$ cat config.mk
export PLATFORM = sky130hd
export DESIGN_NAME = sync_frame_receiver_crc16
export DESIGN_NICKNAME = d
export VERILOG_FILES = /design/src/rtl/sfr_pkg.sv /design/src/rtl/sync_frame_receiver_crc16.sv
export SDC_FILE = /design/constraint.sdc
export NUM_CORES = 1
export LEC_CHECK = 0
export ABC_AREA = 1
export ABC_CLOCK_PERIOD_IN_PS = 5950
export CORE_ASPECT_RATIO = 0.5
export CORE_MARGIN = 2
export CORE_UTILIZATION = 49
export DETAILED_ROUTE_END_ITERATION = 16
export DONT_BUFFER_PORTS = 1
export PLACE_DENSITY = 0.66
export SKIP_CTS_REPAIR_TIMING = 1
export SLEW_MARGIN = 20
export SYNTH_ARGS = -nofsm -noshare
export SYNTH_HDL_FRONTEND = slang
export SYNTH_SLANG_ARGS = --single-unit
$ cat constraint.sdc
create_clock -name clk -period 5.95 [get_ports clk]
set_input_delay 0.8925 -clock clk [delete_from_list [all_inputs] [get_ports clk]]
set_output_delay 0.8925 -clock clk [all_outputs]
set_load 0.005 [all_outputs]
$ cat src/rtl/sfr_pkg.sv
// shared types, constants and crc helper for the sync frame receiver
`timescale 1ns / 1ps

package sfr_pkg;

  typedef enum logic [2:0] {
    PH_HUNT    = 3'd0,
    PH_HEADER  = 3'd1,
    PH_PAYLOAD = 3'd2,
    PH_CRC_LO  = 3'd3,
    PH_CRC_HI  = 3'd4
  } phase_t;

  typedef enum logic [1:0] {
    KIND_DATA    = 2'd0,
    KIND_GOOD    = 2'd1,
    KIND_CRC_ERR = 2'd2,
    KIND_TOO_LONG = 2'd3
  } kind_t;

  localparam logic [31:0] SYNC_WORD      = 32'h90EB90EB;
  localparam logic [15:0] CRC_INIT       = 16'hFFFF;
  localparam logic [15:0] CRC_POLY       = 16'hA001;
  localparam logic [15:0] MAX_LEN_RESET  = 16'd1024;
  localparam int          HDR_BYTES      = 7;
  localparam logic [15:0] LEN_LO_INDEX   = 16'd7;
  localparam logic [15:0] LEN_HI_INDEX   = 16'd8;

  // one byte through the reflected crc-16/modbus shift register
  function automatic logic [15:0] crc_feed(input logic [15:0] crc_in, input logic [7:0] b);
    logic [15:0] c;
    c = crc_in ^ {8'h00, b};
    for (int i = 0; i < 8; i++) begin
      if (c[0]) begin
        c = (c >> 1) ^ CRC_POLY;
      end else begin
        c = c >> 1;
      end
    end
    return c;
  endfunction

  function automatic logic [7:0] sync_byte(input logic [1:0] k);
    return SYNC_WORD[8*k +: 8];
  endfunction

  // crc state after the four sync bytes, fixed at elaboration
  localparam logic [15:0] CRC_AFTER_SYNC =
    crc_feed(crc_feed(crc_feed(crc_feed(CRC_INIT, SYNC_WORD[7:0]), SYNC_WORD[15:8]),
                      SYNC_WORD[23:16]), SYNC_WORD[31:24]);

endpackage

$ cat src/rtl/sync_frame_receiver_crc16.sv
// sync word framed byte receiver with crc-16/modbus check
`timescale 1ns / 1ps

// channel   signals                          direction  beat
// rx        rx_valid rx_ready rx_byte          in       one received byte
// res       res_valid res_ready kind ... last  out      one payload byte or frame status
// cfg       cfg_write cfg_data                 in       max payload length, no handshake
//
// one byte is taken every cycle that rx_ready is high; its result, if any, sits in the result register
// the next cycle. rx_ready is high while the result register is empty or being
// drained, so a stalled res side holds the input only when a result waits.
// rst is synchronous: phase back to sync hunt, result register emptied,
// max payload length back to 1024.

module sync_frame_receiver_crc16
  import sfr_pkg::*;
(
  input  logic        clk,
  input  logic        rst,
  // received byte stream
  input  logic        rx_valid,
  output logic        rx_ready,
  input  logic [7:0]  rx_byte,
  // results
  output logic        res_valid,
  input  logic        res_ready,
  output logic [1:0]  kind,
  output logic [7:0]  data_byte,
  output logic [7:0]  source_type,
  output logic [7:0]  dst_type,
  output logic [15:0] source_address,
  output logic [15:0] dest_address,
  output logic [7:0]  function_code,
  output logic [15:0] payload_length,
  output logic        last,
  // configuration
  input  logic        cfg_write,
  input  logic [15:0] cfg_data
);

  // frame state
  phase_t      phase, phase_next;
  logic [15:0] byte_counter, byte_counter_next;
  logic [15:0] running_crc, running_crc_next;
  logic [7:0]  hdr_bytes [HDR_BYTES];
  logic [15:0] length_store, length_store_next;
  logic [7:0]  crc_low_byte;
  logic [15:0] max_len;

  logic        rx_fire;
  logic [15:0] crc_upd;
  logic [15:0] cnt_inc;
  logic [15:0] len_full;
  logic        too_long;
  logic [2:0]  hunt_k;
  logic        hdr_wr;
  logic        emit;
  kind_t       emit_kind;
  logic [7:0]  emit_data;

  // result register drains or is empty: take the next byte
  assign rx_ready = !res_valid || res_ready;
  assign rx_fire  = rx_valid && rx_ready;

  assign crc_upd  = crc_feed(running_crc, rx_byte);
  assign cnt_inc  = byte_counter + 16'd1;
  assign len_full = {rx_byte, length_store[7:0]};
  assign too_long = len_full > max_len;

  // sliding sync match, only the EB byte can restart a broken match
  always_comb begin
    if (rx_byte == sync_byte(byte_counter[1:0])) begin
      hunt_k = {1'b0, byte_counter[1:0]} + 3'd1;
    end else if (rx_byte == sync_byte(2'd0)) begin
      hunt_k = 3'd1;
    end else begin
      hunt_k = 3'd0;
    end
  end

  // next phase
  always_comb begin
    phase_next = phase;
    unique case (phase)
      PH_HEADER: begin
        if (byte_counter >= LEN_HI_INDEX) begin
          if (too_long) begin
            phase_next = PH_HUNT;
          end else if (len_full == 16'd0) begin
            phase_next = PH_CRC_LO;
          end else begin
            phase_next = PH_PAYLOAD;
          end
        end
      end
      PH_PAYLOAD: begin
        if (cnt_inc >= length_store) begin
          phase_next = PH_CRC_LO;
        end
      end
      PH_CRC_LO: phase_next = PH_CRC_HI;
      PH_CRC_HI: phase_next = PH_HUNT;
      default: begin
        phase_next = (hunt_k == 3'd4) ? PH_HEADER : PH_HUNT;
      end
    endcase
  end

  // counter, crc, length and header write per phase
  always_comb begin
    byte_counter_next = byte_counter;
    running_crc_next  = running_crc;
    length_store_next = length_store;
    hdr_wr            = 1'b0;
    unique case (phase)
      PH_HEADER: begin
        running_crc_next = crc_upd;
        if (byte_counter < LEN_LO_INDEX) begin
          hdr_wr            = 1'b1;
          byte_counter_next = cnt_inc;
        end else if (byte_counter == LEN_LO_INDEX) begin
          length_store_next = {8'h00, rx_byte};
          byte_counter_next = LEN_HI_INDEX;
        end else begin
          length_store_next = len_full;
          byte_counter_next = 16'd0;
        end
      end
      PH_PAYLOAD: begin
        running_crc_next  = crc_upd;
        byte_counter_next = (cnt_inc >= length_store) ? 16'd0 : cnt_inc;
      end
      PH_CRC_LO: ;
      PH_CRC_HI: byte_counter_next = 16'd0;
      default: begin
        if (hunt_k == 3'd4) begin
          running_crc_next  = CRC_AFTER_SYNC;
          byte_counter_next = 16'd0;
          length_store_next = 16'd0;
        end else begin
          byte_counter_next = {13'd0, hunt_k};
        end
      end
    endcase
  end

  // result produced by this byte, if any
  always_comb begin
    emit      = 1'b0;
    emit_kind = KIND_DATA;
    emit_data = 8'h00;
    unique case (phase)
      PH_HEADER: begin
        if (byte_counter >= LEN_HI_INDEX && too_long) begin
          emit      = 1'b1;
          emit_kind = KIND_TOO_LONG;
        end
      end
      PH_PAYLOAD: begin
        emit      = 1'b1;
        emit_kind = KIND_DATA;
        emit_data = rx_byte;
      end
      PH_CRC_HI: begin
        emit      = 1'b1;
        emit_kind = ({rx_byte, crc_low_byte} == running_crc) ? KIND_GOOD : KIND_CRC_ERR;
      end
      default: ;
    endcase
  end

  // control state
  always_ff @(posedge clk) begin
    if (rst) begin
      phase        <= PH_HUNT;
      byte_counter <= 16'd0;
      running_crc  <= CRC_INIT;
      length_store <= 16'd0;
      crc_low_byte <= 8'h00;
      max_len      <= MAX_LEN_RESET;
      res_valid    <= 1'b0;
    end else begin
      if (cfg_write) begin
        max_len <= cfg_data;
      end
      if (rx_fire) begin
        phase        <= phase_next;
        byte_counter <= byte_counter_next;
        running_crc  <= running_crc_next;
        length_store <= length_store_next;
        if (phase == PH_CRC_LO) begin
          crc_low_byte <= rx_byte;
        end
      end
      if (rx_fire) begin
        res_valid <= emit;
      end else if (res_ready) begin
        res_valid <= 1'b0;
      end
    end
  end

  // header bytes, cleared when the sync word completes
  always_ff @(posedge clk) begin
    if (rst) begin
      for (int i = 0; i < HDR_BYTES; i++) begin
        hdr_bytes[i] <= 8'h00;
      end
    end else if (rx_fire) begin
      if (phase == PH_HUNT && hunt_k == 3'd4) begin
        for (int i = 0; i < HDR_BYTES; i++) begin
          hdr_bytes[i] <= 8'h00;
        end
      end else if (phase == PH_HEADER && hdr_wr) begin
        hdr_bytes[byte_counter[2:0]] <= rx_byte;
      end
    end
  end

  // result register, loaded with the fields as they stand after this byte
  always_ff @(posedge clk) begin
    if (rx_fire && emit) begin
      kind           <= emit_kind;
      data_byte      <= emit_data;
      source_type    <= hdr_bytes[0];
      dst_type       <= hdr_bytes[1];
      source_address <= {hdr_bytes[3], hdr_bytes[2]};
      dest_address   <= {hdr_bytes[5], hdr_bytes[4]};
      function_code  <= hdr_bytes[6];
      payload_length <= length_store_next;
      last           <= (emit_kind != KIND_DATA);
    end
  end

endmodule
==> results.sh, run 1 <==
export IMPL_status="finished, final reports clean"
export IMPL_ys_seq_area_share_pct=58.4
export IMPL_synth_main_ff_cell="edfxtp_1"
export IMPL_first_pass_iters=7
export IMPL_placed_cell_area_um2=9960
export IMPL_yosys_area_top_type="edfxtp_1"
export IMPL_setup_tns_ps=0
export IMPL_antenna_found_initial=0
export IMPL_hold_slack_ps=420
export IMPL_min_period_ps=3930
export IMPL_clock_sinks=215
export IMPL_worstSetupEndpointType="flop"
export IMPL_viasPerCell=5.59
export IMPL_synth_top_area_share_pct=42.8
export IMPL_layout_drive_gt1_share_pct=4.61
export IMPL_grt_use_met1_pct=31.5
export IMPL_dp_slack_ps=2080
export IMPL_yosysWarnings=0
export IMPL_rsz0062_at_grt="no"
export IMPL_hold_viol=0
export IMPL_grt_pass1_vias=6864
export IMPL_postRouteAntennaNets=0
export IMPL_synth_avg_cell_area_um2=9.60
export IMPL_power_leakage_nw=4.34
export IMPL_fp_dieH_um=104
export IMPL_wirelength_um=23200
export IMPL_cts_buffer_depth=3
export IMPL_fin_worst_skew_ps=11.7
export IMPL_timing_final_setup_violations=0
export IMPL_clkTransAtPathRegs_ps=70
export IMPL_finalCritPeriodShare_pct=66.1
export IMPL_post_place_cells=1251
export IMPL_place_gp_congestion=0.882
export IMPL_syn_cell_area_um2=9750
export IMPL_hp_class="reg2reg"
export IMPL_nFillCells=1671
export IMPL_grt_overflow=0
export IMPL_initial_core_util_pct=50.0
export IMPL_async_flop_share_pct=0
export IMPL_n_antenna_cell=0
export IMPL_nets=1071
export IMPL_globalRouteMet2Util_pct=34.8
export IMPL_ioPinCount=114
export IMPL_syn_nets=1080
export IMPL_dieWidth_um=203
export IMPL_startpoint_type="flop"
export IMPL_min_from="hdr_bytes[4][0]"
export IMPL_tightest_slew_ps=960
export IMPL_synth_area_top_cells="edfxtp_1, dfxtp_1, nand2_1"
export IMPL_synth_most_common_cell="nand2_1"
export IMPL_synthTopCellsByCount="nand2_1, edfxtp_1, inv_1, nor2_1, a21oi_1"
export IMPL_fmax_mhz=254
export IMPL_via_count=7185
export IMPL_num_rows=36
export IMPL_path_class="reg2reg"
export IMPL_drtIter0Drc=547
export IMPL_syn_to_final_growth_pct=8.56
export IMPL_grt_busiest_layer="met2"
export IMPL_vdd_drop_max_v=0.000164
export IMPL_critPathMaxFanout=12
export IMPL_instances_no_fill=1286
export IMPL_cts_buffers=20
export IMPL_core_um2=19500
export IMPL_die_area_um2=21100
export IMPL_yosys_register_bits=215
export IMPL_io_buffer_count=0
export IMPL_synth_edff_count=139
export IMPL_power_density_nw_per_um2=327
export IMPL_design_area_um2=10600
export IMPL_r2r_start="byte_counter[1]"
export IMPL_grt_usage_pct=22.1
export IMPL_slew_headroom_pct=35.8
export IMPL_drcViolationCount=0
export IMPL_syn_instance_count=1016
export IMPL_drv_slew=0
export IMPL_grt_max_degree=47
export IMPL_wl_per_cell_um=18.1
export IMPL_setup_ws_ps=2020
export IMPL_cts_max_level=1
export IMPL_critPathArrivalTime_ps=4370
export IMPL_grt_pass1_wl_um=36900
export IMPL_critPathLaunch="byte_counter[1]"
export IMPL_ys_types=38
export IMPL_dp_hpwl_um=15800
export IMPL_tritoncts="done"
export IMPL_root_buffer="clkbuf_16"
export IMPL_cap_viol_max_count=0
export IMPL_use_met3_pct=4.19
export IMPL_critical_path_required_ps=6390
export IMPL_clk_insertion_delay_late_ps=510
-- worst max-delay path: stages, from the launching register on --
cell and delay [ps]:
dfxtp_1 500, ha_1 300, nand2_1 130, nor2_1 200, nand3_1 180, nor3_2 190
nand3_1 150, nor3_2 150, xnor2_1 130, inv_1 80, ha_1 180, nand2_1 60
inv_1 30, o21ai_0 140, nand2_1 60, nor2_1 100, nand4_1 200, a21oi_1 790
nand2_1 140, a21oi_1 150
-- through the flow --
step | power (mW) | utilization, %
2_1_floorplan | 2.10 | -
3_3_place_gp | 2.20 | 51.1
3_5_place_dp | 2.22 | 51.1
4_1_cts | 3.46 | 54.3
5_1_grt | 3.59 | 54.3
6_report | 3.46 | 54.3
-- kinds of logic (layout without fill, tap and decap cells) --
family	after synthesis	count (layout)	synth area share, %
AO/OA/AOI/OAI	191	191	10.5
XOR/XNOR	34	34	3.05
adder cells (fa/ha/maj)	35	35	4.49
buffers and inverters	157	161	6.34
flip-flops	215	215	58.4
AND/OR/NAND/NOR	384	384	17.2
-- cell type report --
type,count,area [µm²],area share [%]
Clock buffer,23,512,4.84
Tap cell,266,333,3.14
Inverter,121,455,4.30
Sequential cell,215,5700,53.8
Clock inverter,12,115,1.09
Multi-Input combinational cell,644,3440,32.5
Timing Repair Buffer,5,37.5,0.355
-- where the power goes --
| part | internal, mW | switching (mW) | leakage, nW |
|---|---|---|---|
| Sequential | 1.69 | 0.0626 | 1.97 |
| Combinational | 0.128 | 0.313 | 2.07 |
| Clock | 0.706 | 0.556 | 0.309 |
-- path summary, 6_finish.rpt --
path / slack (ps) / depth (start not counted) / endpoint
max: 2020 / 19 / byte_counter[13]
min: 420 / 0 / dest_address[0]
max reg2reg: 2020 / 19 / byte_counter[13]
min reg2reg: 420 / 0 / dest_address[0]
-- registers in the layout, indices dropped and copies added (netlist names) --
register,count
max_len,16
hdr_bytes,56
byte_counter,16
kind,2
last,1
source_type,8
payload_length,16
res_valid,1
length_store,16
crc_low_byte,8
phase,3
data_byte,8
dest_address,16
running_crc,16
dst_type,8
function_code,8
source_address,16
-- layout by cell type (no fill, tap or decap) --
cell type,count
nand3b_1,3
clkinv_2,5
nor3_2,2
o22ai_1,11
clkinv_1,8
a21oi_1,84
a21oi_4,1
clkbuf_16,20
a221oi_1,1
inv_2,5
nor4_1,7
inv_1,112
a22oi_1,3
ha_1,35
nor2_1,108
nor4_4,1
xor2_1,29
nand2_1,169
o21bai_1,2
dfxtp_1,76
nor3_1,2
bufinv_16,2
xnor2_1,5
nand3_2,1
o21ai_1,5
nor3_4,1
clkbuf_1,3
nor4_2,1
edfxtp_1,139
o21a_1,2
o21ai_0,69
buf_4,5
nor2_2,1
nand4_1,18
clkinv_8,1
a21boi_0,1
nand3_4,1
nand3_1,69
a31oi_1,10
a211oi_1,2
-- layer usage --
metal | wire [µm] | part of all wire [%]
met1 | 10700 | 46
met5 | 0 | 0
met3 | 1710 | 7.4
met2 | 10400 | 45
met4 | 465 | 2.0
(Power assumes the default switching activity.)
==> inputs of run 2 (changes only) <==
- ABC_AREA: 1 -> 0
- ABC_CLOCK_PERIOD_IN_PS: 5950 -> 3500
- PLACE_DENSITY: 0.66 -> 0.68
- clock period: 5.95 -> 3.5 ns (I/O delays scaled with it)
==> results.sh, run 2 <==
export IMPL_layout_drive_gt1_share_pct=10.8
export IMPL_setup_ws_ps=191
export IMPL_tritoncts="done"
export IMPL_cap_viol_max_count=0
export IMPL_vdd_drop_max_v=0.000314
export IMPL_place_gp_congestion=0.911
export IMPL_viasPerCell=5.68
export IMPL_die_area_um2=21100
export IMPL_cp_slowest_cell="dfxtp_1"
export IMPL_slowest_delay_ps=390
export IMPL_critical_path_required_ps=3930
export IMPL_synth_most_common_cell="edfxtp_1"
export IMPL_cp_cell_sequence="nand3_2 > nor3_1 > buf_4 > nand4_1 > xnor2_1 > ha_1 > a21o_1 > a21o_1 > a2111o_1 > a31o_2 > or2_2 > a211o_1 > a21oi_1"
export IMPL_drv_slew=0
export IMPL_wirelength_um=22800
export IMPL_drtIter0Drc=520
export IMPL_grt_max_degree=76
export IMPL_async_flop_share_pct=0
export IMPL_dp_slack_ps=146
export IMPL_ioPinCount=114
export IMPL_yosys_area_top_type="edfxtp_1"
export IMPL_syn_cell_area_um2=9730
export IMPL_hp_class="in2reg"
export IMPL_synthAdderAreaFrac_pct=4.50
export IMPL_wl_per_cell_um=20.7
export IMPL_instances_no_fill=1103
export IMPL_grt_overflow=0
export IMPL_cts_buffers=20
export IMPL_worstSetupEndpointType="flop"
export IMPL_ys_types=67
export IMPL_yosysWarnings=0
export IMPL_power_total_mw=5.12
export IMPL_nets=887
export IMPL_timing_final_setup_violations=0
export IMPL_path_delay_family="compound AO/OA/AOI/OAI gates"
export IMPL_syn_to_final_growth_pct=10.2
export IMPL_multi_input_area_um2=3630
export IMPL_synthXorXnorAreaFrac_pct=4.77
export IMPL_setup_tns_ps=0
export IMPL_fin_worst_skew_ps=20.3
export IMPL_area_sequential_um2=5700
export IMPL_n_antenna_cell=0
export IMPL_synth_edff_count=139
export IMPL_io_buffer_count=0
export IMPL_fmax_mhz=302
export IMPL_num_rows=36
export IMPL_dieWidth_um=203
export IMPL_yosys_register_bits=215
export IMPL_dp_hpwl_um=15200
export IMPL_clkTransAtPathRegs_ps=70
export IMPL_min_period_ps=3310
export IMPL_root_buffer="clkbuf_16"
export IMPL_via_count=6263
export IMPL_largest_reg_flops=56
export IMPL_grt_usage_pct=21.5
export IMPL_slew_headroom_pct=53.6
export IMPL_nFillCells=1657
export IMPL_synth_mux_area_share_pct=2.37
export IMPL_yosys_area_share_simple_pct=14.9
export IMPL_core_um2=19500
export IMPL_grt_pass1_wl_um=34900
export IMPL_cts_max_level=1
export IMPL_critPathMaxFanout=4
export IMPL_clk_insertion_delay_late_ps=510
export IMPL_grt_pass1_vias=6034
export IMPL_power_leakage_nw=3.99
export IMPL_syn_nets=891
export IMPL_rsz0062_at_grt="no"
export IMPL_synth_area_top_cells="edfxtp_1, dfxtp_1, ha_1"
export IMPL_synth_main_ff_cell="edfxtp_1"
export IMPL_mostFrequentLayoutCell="edfxtp_1"
export IMPL_post_place_cells=1067
export IMPL_status="finished, final reports clean"
export IMPL_tightest_slew_ps=694
export IMPL_finalCritPeriodShare_pct=94.6
export IMPL_path_class="reg2reg"
export IMPL_syn_instance_count=827
export IMPL_clock_sinks=215
export IMPL_first_pass_iters=5
export IMPL_synth_top_area_share_pct=42.9
export IMPL_synthTopCellsByCount="edfxtp_1, dfxtp_1, nor2_1, and2_1, nand2_1"
export IMPL_startpoint_type="flop"
export IMPL_cts_buffer_depth=3
export IMPL_antenna_found_initial=0
export IMPL_postRouteAntennaNets=0
export IMPL_drcViolationCount=0
export IMPL_ys_seq_area_share_pct=58.5
export IMPL_fp_dieH_um=104
export IMPL_synth_avg_cell_area_um2=11.8
export IMPL_synth_top_family_by_area="simple AND/OR/NAND/NOR gates"
export IMPL_critPathArrivalTime_ps=3740
export IMPL_power_density_nw_per_um2=477
export IMPL_layout_common_cells="edfxtp_1, dfxtp_1, nor2_1"
export IMPL_worst_path_buf_inv=1
export IMPL_initial_core_util_pct=50.0
export IMPL_top_register="hdr_bytes"
export IMPL_hold_viol=0
export IMPL_crit_path_frequent_cell="a21o_1"
export IMPL_synth_compound_area_share_pct=10.5
==> run 2: stage by stage <==
| stage | hold WS [ps] | cell area, µm² | util, % |
|---|---|---|---|
| finish | 93.7 | 10700 | 55.1 |
| global route | 63.5 | 10700 | 55.1 |
| CTS | 70.9 | 10700 | 55.0 |
| detailed placement | 405 | 10000 | 51.6 |
| global placement | 402 | 10000 | 51.6 |
| floorplan | 400 | 9750 | - |
==> run 2: per-layer routing <==
metal  GRT usage, %  share of wire, %
met4           5.11               1.9
met5              0                 0
met1           31.8                47
met3           4.94               7.2
met2           32.2                44
==> run 2: where the power goes <==
group	total, mW	switching (mW)	internal (mW)
clock network	2.23	0.951	1.28
logic	0.155	0.0912	0.0634
registers	2.73	0.0138	2.72
==> run 2: worst paths after layout <==
kind | start | to | slack (ps) | cells after the start
hold / removal | rst | crc_low_byte[5] | 90 | 1
setup / recovery | byte_counter[1] | byte_counter[3] | 190 | 13
hold reg to reg | hdr_bytes[1][1] | dst_type[1] | 420 | 0
setup reg to reg | byte_counter[1] | byte_counter[3] | 190 | 13
==> run 2: final cells by class <==
cell class                      count  share of cell area (%)
Multi-Input combinational cell    520                    33.9
Timing Repair Buffer               27                    2.24
Clock buffer                       23                    4.77
Inverter                           39                    1.37
Clock inverter                     13                    1.44
Sequential cell                   215                    53.2
Tap cell                          266                    3.10
==> run 2: kinds of logic after synthesis <==
family / count (synthesis)
fa+ha+maj: 35
compound gates: 139
xor+xnor: 53
mux: 23
buf+inv: 92
flops: 215
simple gates: 270
==> inputs of run 3 (changes only) <==
- REMOVE_ABC_BUFFERS: not set -> 1
==> results.sh, run 3 (same netlist as run 2, synthesis figures left out) <==
export IMPL_status="finished, final reports clean"
export IMPL_post_place_cells=1059
export IMPL_critical_path_required_ps=3930
export IMPL_grt_usage_pct=20.5
export IMPL_postRouteAntennaNets=0
export IMPL_n_antenna_cell=0
export IMPL_slew_headroom_pct=44.3
export IMPL_nets=881
export IMPL_root_buffer="clkbuf_16"
export IMPL_layout_drive_gt1_share_pct=9.51
export IMPL_grt_use_met1_pct=29.5
export IMPL_layout_common_cells="edfxtp_1, dfxtp_1, nor2_1"
export IMPL_largest_reg_flops=56
export IMPL_via_count=6257
export IMPL_clock_sinks=215
export IMPL_drcViolationCount=0
export IMPL_core_um2=19500
export IMPL_critPathArrivalTime_ps=3690
export IMPL_area_sequential_um2=5700
export IMPL_place_gp_congestion=0.858
export IMPL_num_rows=36
export IMPL_wirelength_um=21700
export IMPL_drtIter0Drc=486
export IMPL_rsz0062_at_grt="no"
export IMPL_worstSetupEndpointType="flop"
export IMPL_fin_worst_skew_ps=9.46
export IMPL_cap_viol_max_count=0
export IMPL_cts_buffer_depth=3
export IMPL_placed_cell_area_um2=9940
export IMPL_clk_insertion_delay_late_ps=500
export IMPL_timing_final_setup_violations=0
export IMPL_nFillCells=1623
export IMPL_die_area_um2=21100
export IMPL_cts_max_level=1
export IMPL_initial_core_util_pct=50.0
export IMPL_clkTransAtPathRegs_ps=70
export IMPL_hold_viol=0
export IMPL_grt_overflow=0
export IMPL_grt_busiest_layer="met2"
export IMPL_use_met3_pct=3.30
export IMPL_ioPinCount=114
export IMPL_top_register="hdr_bytes"
export IMPL_antenna_found_initial=0
export IMPL_tightest_slew_ps=829
export IMPL_grt_pass1_vias=5942
export IMPL_grt_pass1_wl_um=33800
export IMPL_multi_input_area_um2=3630
export IMPL_dp_hpwl_um=14200
export IMPL_vdd_drop_max_v=0.000263
export IMPL_first_pass_iters=5
export IMPL_wl_per_cell_um=19.8
export IMPL_tritoncts="done"
export IMPL_hp_class="in2reg"
export IMPL_path_class="reg2reg"
export IMPL_viasPerCell=5.70
export IMPL_mostFrequentLayoutCell="edfxtp_1"
export IMPL_drv_slew=0
export IMPL_cts_buffers=20
export IMPL_syn_to_final_growth_pct=9.46
export IMPL_critPathMaxFanout=9
export IMPL_fp_dieH_um=104
export IMPL_fmax_mhz=307
export IMPL_power_density_nw_per_um2=481
export IMPL_design_area_um2=10700
export IMPL_instances_no_fill=1097
export IMPL_startpoint_type="flop"
export IMPL_power_total_mw=5.12
export IMPL_min_period_ps=3260
export IMPL_dieWidth_um=203
export IMPL_finalCritPeriodShare_pct=93.1
export IMPL_io_buffer_count=0
export IMPL_globalRouteMet2Util_pct=32.1
export IMPL_power_leakage_nw=3.95
export IMPL_grt_max_degree=76
-- run 3: path summary, 6_finish.rpt --
| check | cells past startpoint | to | start | slack, ps |
|---|---|---|---|---|
| hold reg to reg | 0 | source_address[0] | hdr_bytes[2][0] | 420 |
| hold / removal | 1 | length_store[10] | rst | 110 |
| setup reg to reg | 14 | phase[1] | byte_counter[6] | 240 |
| setup / recovery | 14 | phase[1] | byte_counter[6] | 240 |
-- run 3: per-layer routing --
layer	vias to the layer above	share of wire [%]
met1	3088	47
met4	0	2.3
li1	2969	-
met3	35	4.7
met2	165	46
met5	-	0
-- run 3: worst max-delay path, stage by stage, from the launching register on --
cell and delay (ps):
dfxtp_1 490, nand2_1 110, nor3_2 220, nand4_1 220, buf_4 200, buf_4 130, xnor2_1 120, ha_1 290
nand4_1 110, nor2_1 120, nor2_1 40, a21boi_0 390, o21ai_0 270, or3_1 350, a21oi_1 140
-- run 3: final cells by class --
class | count | share of cell area [%]
tap | 266 | 3.12
multi-input combinational | 520 | 34.1
clock buffer | 25 | 5.06
timing repair buffer | 21 | 1.60
sequential | 215 | 53.5
clock inverter | 11 | 1.28
inverter | 39 | 1.37
-- run 3: report_power, final --
group | switching [mW] | total (mW) | internal, mW
logic | 0.0881 | 0.152 | 0.0635
registers | 0.0126 | 2.73 | 2.72
clock network | 0.926 | 2.24 | 1.32
total | 1.03 | 5.12 | 4.10
-- run 3: stage by stage --
stage               hold WS, ps  worst slack [ps]  util, %  setup TNS (ps)
global placement            402               218     51.1               0
floorplan                   400             -2730        -         -227900
CTS                        97.6              96.7     54.6               0
finish                      112               241     54.7               0
detailed placement          405               130     51.1               0
global route                103              8.83     54.7               0
